**src/hw/rtl/assert_macros.svh**
```systemverilog
// assertion helpers used by lie_ctrl
`ifndef ASSERT_MACROS_SVH
`define ASSERT_MACROS_SVH
`ifndef SYNTH
`define ASSERT_PROP(lbl, clk, rst, prop) \
   lbl: assert property (@(posedge clk) disable iff (rst) prop) \
      else $error("assertion failed");
`define ASSERT_NEVER(lbl, clk, rst, expr) \
   lbl: assert property (@(posedge clk) disable iff (rst) !(expr)) \
      else $error("forbidden condition seen");
`else
`define ASSERT_PROP(lbl, clk, rst, prop)
`define ASSERT_NEVER(lbl, clk, rst, expr)
`endif
`endif

```
**src/hw/rtl/lie_pkg.sv**
```systemverilog
// ---------------------------------------------------------------------------
// lie_pkg
// shared constants, status codes and controller/datapath interface structs
// ---------------------------------------------------------------------------
`timescale 1ns / 1ps
`default_nettype none
package lie_pkg;
   localparam int MAX_POINTS_DEF = 16;
   localparam int DATA_W         = 32;
   localparam int STATUS_W       = 2;

   localparam logic [STATUS_W-1:0] STATUS_OK  = 2'd0;
   localparam logic [STATUS_W-1:0] STATUS_DUP = 2'd1;
   localparam logic [STATUS_W-1:0] STATUS_SAT = 2'd2;

   typedef struct packed {
      logic wr_point;
      logic clr_count;
      logic eval_init;
      logic k_inc;
      logic i_clr;
      logic i_inc;
      logic term_load;
      logic sum_add;
      logic dup_set;
      logic opnd_load;
      logic mul;
      logic div_start;
      logic div_step;
      logic div_finish;
      logic out_load;
   } cmd_type;

   typedef struct packed {
      logic i_eq_count;
      logic i_eq_k;
      logic k_last;
      logic den_zero;
      logic div_last;
   } sts_type;
endpackage
`default_nettype wire

```
**src/hw/rtl/lie_ctrl.sv**
```systemverilog
// ---------------------------------------------------------------------------
// lie_ctrl
// sequencer for point loading, term products and the shared divider
// ---------------------------------------------------------------------------
`timescale 1ns / 1ps
`default_nettype none
`include "assert_macros.svh"
module lie_ctrl (
   input  wire logic             clock,
   input  wire logic             reset,
   input  wire logic             req_valid,
   output logic                  req_stall,
   input  wire logic             req_last_point,
   output logic                  rsp_valid,
   input  wire logic             rsp_stall,
   input  wire lie_pkg::sts_type sts,
   output lie_pkg::cmd_type      cmd
);
   import lie_pkg::*;

   typedef enum logic [9:0] {
      S_IDLE  = 10'b0000000001,
      S_KWAIT = 10'b0000000010,
      S_TLOAD = 10'b0000000100,
      S_IWAIT = 10'b0000001000,
      S_ISTEP = 10'b0000010000,
      S_MUL   = 10'b0000100000,
      S_DIVI  = 10'b0001000000,
      S_DIV   = 10'b0010000000,
      S_DIVF  = 10'b0100000000,
      S_FIN   = 10'b1000000000
   } state_type;

   state_type state_ff, state_in;
   logic      rsp_valid_ff, rsp_valid_in;
   logic      req_beat;

   assign req_stall = (state_ff != S_IDLE);
   assign req_beat  = req_valid && !req_stall;
   assign rsp_valid = rsp_valid_ff;

   always_comb begin
      cmd      = '0;
      state_in = state_ff;
      unique case (state_ff)
         S_IDLE: begin
            if (req_beat) begin
               cmd.wr_point = 1'b1;
               if (req_last_point) begin
                  cmd.eval_init = 1'b1;
                  state_in      = S_KWAIT;
               end
            end
         end
         S_KWAIT: state_in = S_TLOAD;
         S_TLOAD: begin
            cmd.term_load = 1'b1;
            cmd.i_clr     = 1'b1;
            state_in      = S_IWAIT;
         end
         S_IWAIT: state_in = S_ISTEP;
         S_ISTEP: begin
            priority if (sts.i_eq_count) begin
               cmd.sum_add = 1'b1;
               if (sts.k_last) begin
                  state_in = S_FIN;
               end else begin
                  cmd.k_inc = 1'b1;
                  state_in  = S_KWAIT;
               end
            end else if (sts.i_eq_k || sts.den_zero) begin
               // i equal to k or equal abscissas: skip the divide, flag only the latter
               cmd.dup_set = !sts.i_eq_k;
               cmd.i_inc   = 1'b1;
               state_in    = S_IWAIT;
            end else begin
               cmd.opnd_load = 1'b1;
               state_in      = S_MUL;
            end
         end
         S_MUL: begin
            cmd.mul  = 1'b1;
            state_in = S_DIVI;
         end
         S_DIVI: begin
            cmd.div_start = 1'b1;
            state_in      = S_DIV;
         end
         S_DIV: begin
            cmd.div_step = 1'b1;
            if (sts.div_last) state_in = S_DIVF;
         end
         S_DIVF: begin
            cmd.div_finish = 1'b1;
            cmd.i_inc      = 1'b1;
            state_in       = S_IWAIT;
         end
         S_FIN: begin
            if (!rsp_valid_ff || !rsp_stall) begin
               cmd.out_load  = 1'b1;
               cmd.clr_count = 1'b1;
               state_in      = S_IDLE;
            end
         end
         default: state_in = S_IDLE;
      endcase
   end

   always_comb begin
      rsp_valid_in = rsp_valid_ff;
      priority if (cmd.out_load) rsp_valid_in = 1'b1;
      else if (!rsp_stall)       rsp_valid_in = 1'b0;
   end

   always_ff @(posedge clock) begin
      if (reset) begin
         state_ff     <= S_IDLE;
         rsp_valid_ff <= 1'b0;
      end else begin
         state_ff     <= state_in;
         rsp_valid_ff <= rsp_valid_in;
      end
   end

   `ASSERT_PROP(a_div_len, clock, reset, (state_ff == S_DIVI) |-> ##65 (state_ff == S_DIVF))
   `ASSERT_NEVER(a_no_overwrite, clock, reset, cmd.out_load && rsp_valid_ff && rsp_stall)
   `ASSERT_PROP(a_eval_on_last, clock, reset,
      (state_ff == S_IDLE && !(req_beat && req_last_point)) |=> (state_ff == S_IDLE))
endmodule
`default_nettype wire

```
**config.mk**
```make
export PLATFORM = sky130hd
export DESIGN_NAME = lie_ctrl
export DESIGN_NICKNAME = d
export VERILOG_FILES = /design/src/hw/rtl/lie_pkg.sv /design/src/hw/rtl/lie_ctrl.sv
export VERILOG_INCLUDE_DIRS = /design/src /design/src/hw/rtl
export SDC_FILE = /design/constraint.sdc
export NUM_CORES = 1
export LEC_CHECK = 0
export ABC_CLOCK_PERIOD_IN_PS = 1830
export BUFFER_PORTS_ARGS = -buffer_cell sky130_fd_sc_hd__buf_2
export CAP_MARGIN = 10
export CORE_MARGIN = 2
export CORE_UTILIZATION = 45
export DETAILED_ROUTE_END_ITERATION = 8
export PLACE_DENSITY = 0.74
export SETUP_SLACK_MARGIN = 0.02
export SYNTH_ARGS = -nofsm -noshare
export SYNTH_HDL_FRONTEND = slang
export SYNTH_SLANG_ARGS = --single-unit
```
**constraint.sdc**
```tcl
create_clock -name clock -period 1.83 [get_ports clock]
set_input_delay 0.366 -clock clock [delete_from_list [all_inputs] [get_ports clock]]
set_output_delay 0.366 -clock clock [all_outputs]
set_load 0.01 [all_outputs]
```
==> results.rst <==
.. list-table::
   :header-rows: 1

   * - Metric
     - Value
   * - Result of the run
     - complete, but fails checks
   * - Violated checks
     - negative setup slack
   * - Adder and majority gate portion of the synthesized area
     - 0%
   * - Number of DRC violations after detailed-routing iteration 0
     - 18
   * - Count of flip-flops with a built-in enable after synthesis
     - 0
   * - Number of different library cells in the post-synthesis netlist
     - 36
   * - Critical Path Slowest Stage Cell
     - nor4b_1
   * - Path category of the worst min-delay check
     - input port to flip-flop
   * - Summed instance area of the synthesized netlist
     - ~730 um2
   * - Antenna diodes
     - 0
   * - Register clock-pin slew on the reported worst setup and hold paths
     - about 80 ps
   * - Sequential fraction of the synthesis area
     - ~30%
   * - Worst setup slack after layout
     - -178.2 ps
   * - Std cell rows
     - 14
   * - Number of register bits inferred by synthesis
     - 11
   * - Average cell area after synthesis
     - around 8.4 um2
   * - Fraction of final layout cells with drive strength greater than 1
     - about three fifths
   * - WP data required
     - between 1000 and 1500 ps
   * - Count of synthesis-stage warnings from yosys
     - 0
   * - Pins over their slew limit
     - 0
   * - GRT Total Usage
     - between 20 and 25%
   * - Minimum setup slack after placement
     - a little under 80 ps
   * - CTS Buf Count
     - 3
   * - Post-route DRC violation count
     - 0
   * - Number of antenna violations at the first check in global routing
     - 0
   * - Via count of the first global-routing pass
     - 756
   * - Total detailed-routing wirelength
     - 2272 um
   * - Largest net degree at the start of global routing
     - 11
   * - Clk root buf
     - clkbuf_4
   * - Critical Path End Type
     - primary output
   * - Synthesized instance count
     - 87
   * - Async set-reset flop share out of synthesis
     - 0%
   * - NumNets Final
     - around 140
   * - Largest driver fanout on the critical path
     - 7
   * - Maximum achievable frequency
     - between 0.4 and 0.5 GHz
   * - Max-Cap Viols
     - 0
   * - Area share of xor/xnor cells in the synthesized design
     - under 10%
   * - Synth Area in Compound Gates
     - between 10% and 20%
   * - Worst-Skew Late Latency
     - 270 ps
   * - Worst-path cell chain
     - nor4b_1 > nand3_2 > inv_1 > buf_2
   * - Primary FF master, synth
     - dfxtp_1
   * - Worst supply voltage drop on vdd
     - 0.5315 mV
   * - Total I/O pin count
     - 27
   * - Via Count
     - 857
   * - Class of the most critical setup path
     - flip-flop to primary output
   * - Via density
     - 5.830
   * - CTS H-tree lvls
     - 1
   * - Clock Skew
     - just under 0.9 ps
   * - Total congestion overflow
     - 0
   * - Fraction of synthesized area in multiplexers
     - 0%
   * - Placer congestion estimate
     - 0.7801
   * - Worst rel slew slack
     - about 54%
   * - Setup crit start kind
     - flip-flop
   * - Setup repair after global routing missed its margin
     - yes
   * - Transition time at the pin with the least slew margin
     - 676.7 ps
   * - Crit path largest cell delay
     - 620 ps
   * - Wirelength per Cell
     - 15.46 um
   * - CTS Sinks
     - 11
   * - Initial Utilization
     - between 40% and 50%
   * - Static leakage
     - 0.5521 nW
   * - Final setup violating endpoints
     - 17
   * - Post-Syn Nets
     - between 90 and 100
   * - Die outline area
     - between 0.0015 and 0.002 mm2
   * - Core area
     - 0.001506 mm2
   * - Total power per unit cell area
     - 621.3 mW/mm2
   * - Horizontal die dimension
     - ~44 um
   * - Height of the chip
     - 44.26 um
   * - Remaining number of nets flagged by the antenna check after routing
     - 0
   * - Post-Synth Simple-Gate Area
     - between 40% and 50%
   * - Number of buffers inserted by hold repair at cts
     - 0
   * - Arrival @ worst endpoint
     - 1640 ps
   * - Maximum number of buffers from clock root to sink
     - 2
   * - Buffers added on ports
     - 26
   * - Min Tclk post-route
     - roughly 2000 ps
   * - Area Overhead vs Synth
     - 62.95%
   * - First-pass detailed-route iteration total
     - 4
   * - Crit share post-route
     - 109.7%
   * - Final standard cell utilization of the core
     - approximately four fifths
   * - Wire length of the first global-routing pass
     - about 3200 um
   * - TritonCTS clock tree
     - built
   * - Estimated wirelength of the detail-placed design
     - about 1300 um
   * - Combinational family with the most area after synthesis
     - simple AND/OR/NAND/NOR gates
   * - Hold violation count in the final report
     - 0
-- timing repair --
item | 4_1_cts | 5_1_grt
setup buffers | 8 | 5
pin swaps | 12 | 7
gates resized for setup | 21 | 19
setup endpoints to repair | 16 | 18
-- power breakdown --
group | switching, mW | internal [mW]
Clock | 0.0875 | 0.0808
Combinational | 0.149 | 0.159
Sequential | 0.0119 | 0.251
-- state kept, by name, summed over array words and instances, names as in the netlist --
signal and count:
state_ff 10, rsp_valid 1
-- cells in the mapped netlist, types with 3 or more instances --
library cell	number	area share [%]
dfxtp_1	11	30
inv_1	5	2.6
nor2_1	10	5.1
buf_4	3	3.1
o21ai_0	3	2.1
nand2_1	6	3.1
nor4b_1	3	3.6
nand4_1	3	2.6
nand3_1	6	4.1
nor3_1	4	2.7
-- final timing paths --
path | from | to | slack [ps] | cells past startpoint
worst max-delay path | state_ff[6] | cmd[4] | -180 | 4
worst min register to register | rsp_valid | rsp_valid | 490 | 2
worst max register to register | state_ff[7] | state_ff[4] | -20 | 7
worst min-delay path | reset | rsp_valid | 320 | 2
-- placed cells by master, fill, tap and decap left out, drive strengths merged, types with 3 or more instances in the layout --
cell type / Yosys / routed
buf: 4 / 45
clkbuf: 1 / 3
dfxtp: 11 / 11
inv: 5 / 5
nand2: 6 / 6
nand3: 7 / 7
nand4: 3 / 3
nor2: 12 / 12
nor3: 4 / 4
nor4: 3 / 3
nor4b: 4 / 4
o21ai: 3 / 3
-- per-stage QoR --
step / instance area (um2) / hold WS [ps] / total power, mW / TNS (ps) / std cells
after floorplan: 734.5 / 435.1 / 0.3979 / 0 / 87
after global placement: 890.9 / 461.2 / 0.4568 / 0 / 130
after detailed placement: 890.9 / 466.3 / 0.4599 / 0 / 130
after CTS: 1065 / 307.6 / 0.6889 / -1202 / 142
after global routing: 1189 / 317.4 / 0.7785 / -2774 / 147
final: 1189 / 321.9 / 0.7385 / -1434 / 147
-- worst max-delay path: cells and delay by family, from the launching register on --
kind	cells	cell delay [ps]
simple gates	2	790
flops	1	390
buf+inv	2	200
-- kinds of logic (layout without fill, tap and decap cells) --
logic type	count (synthesis)	after routing
AO/OA/AOI/OAI	11	11
buffers and inverters	10	54
XOR/XNOR	3	3
flip-flops	11	11
AND/OR/NAND/NOR	52	52
-- routing by layer --
layer  GRT usage, %  up-vias  part of all wire [%]
met5              0        -                     0
met4          9.091        0                  0.57
li1               -      409                     -
met2          39.12       36                    52
met3          4.898        2                   5.9
met1          27.57      410                    42
-- layout make-up --
cell class / instances / area, um2
flip-flops and latches: 11 / 236.5
clock inverters: 1 / 5.005
fillers: 97 / 317.8
clock buffers: 3 / 22.52
well taps: 16 / 20.02
multi-input cells: 66 / 578.1
repair buffers: 45 / 307.8
inverters: 5 / 18.77
(Power assumes the default switching activity.)
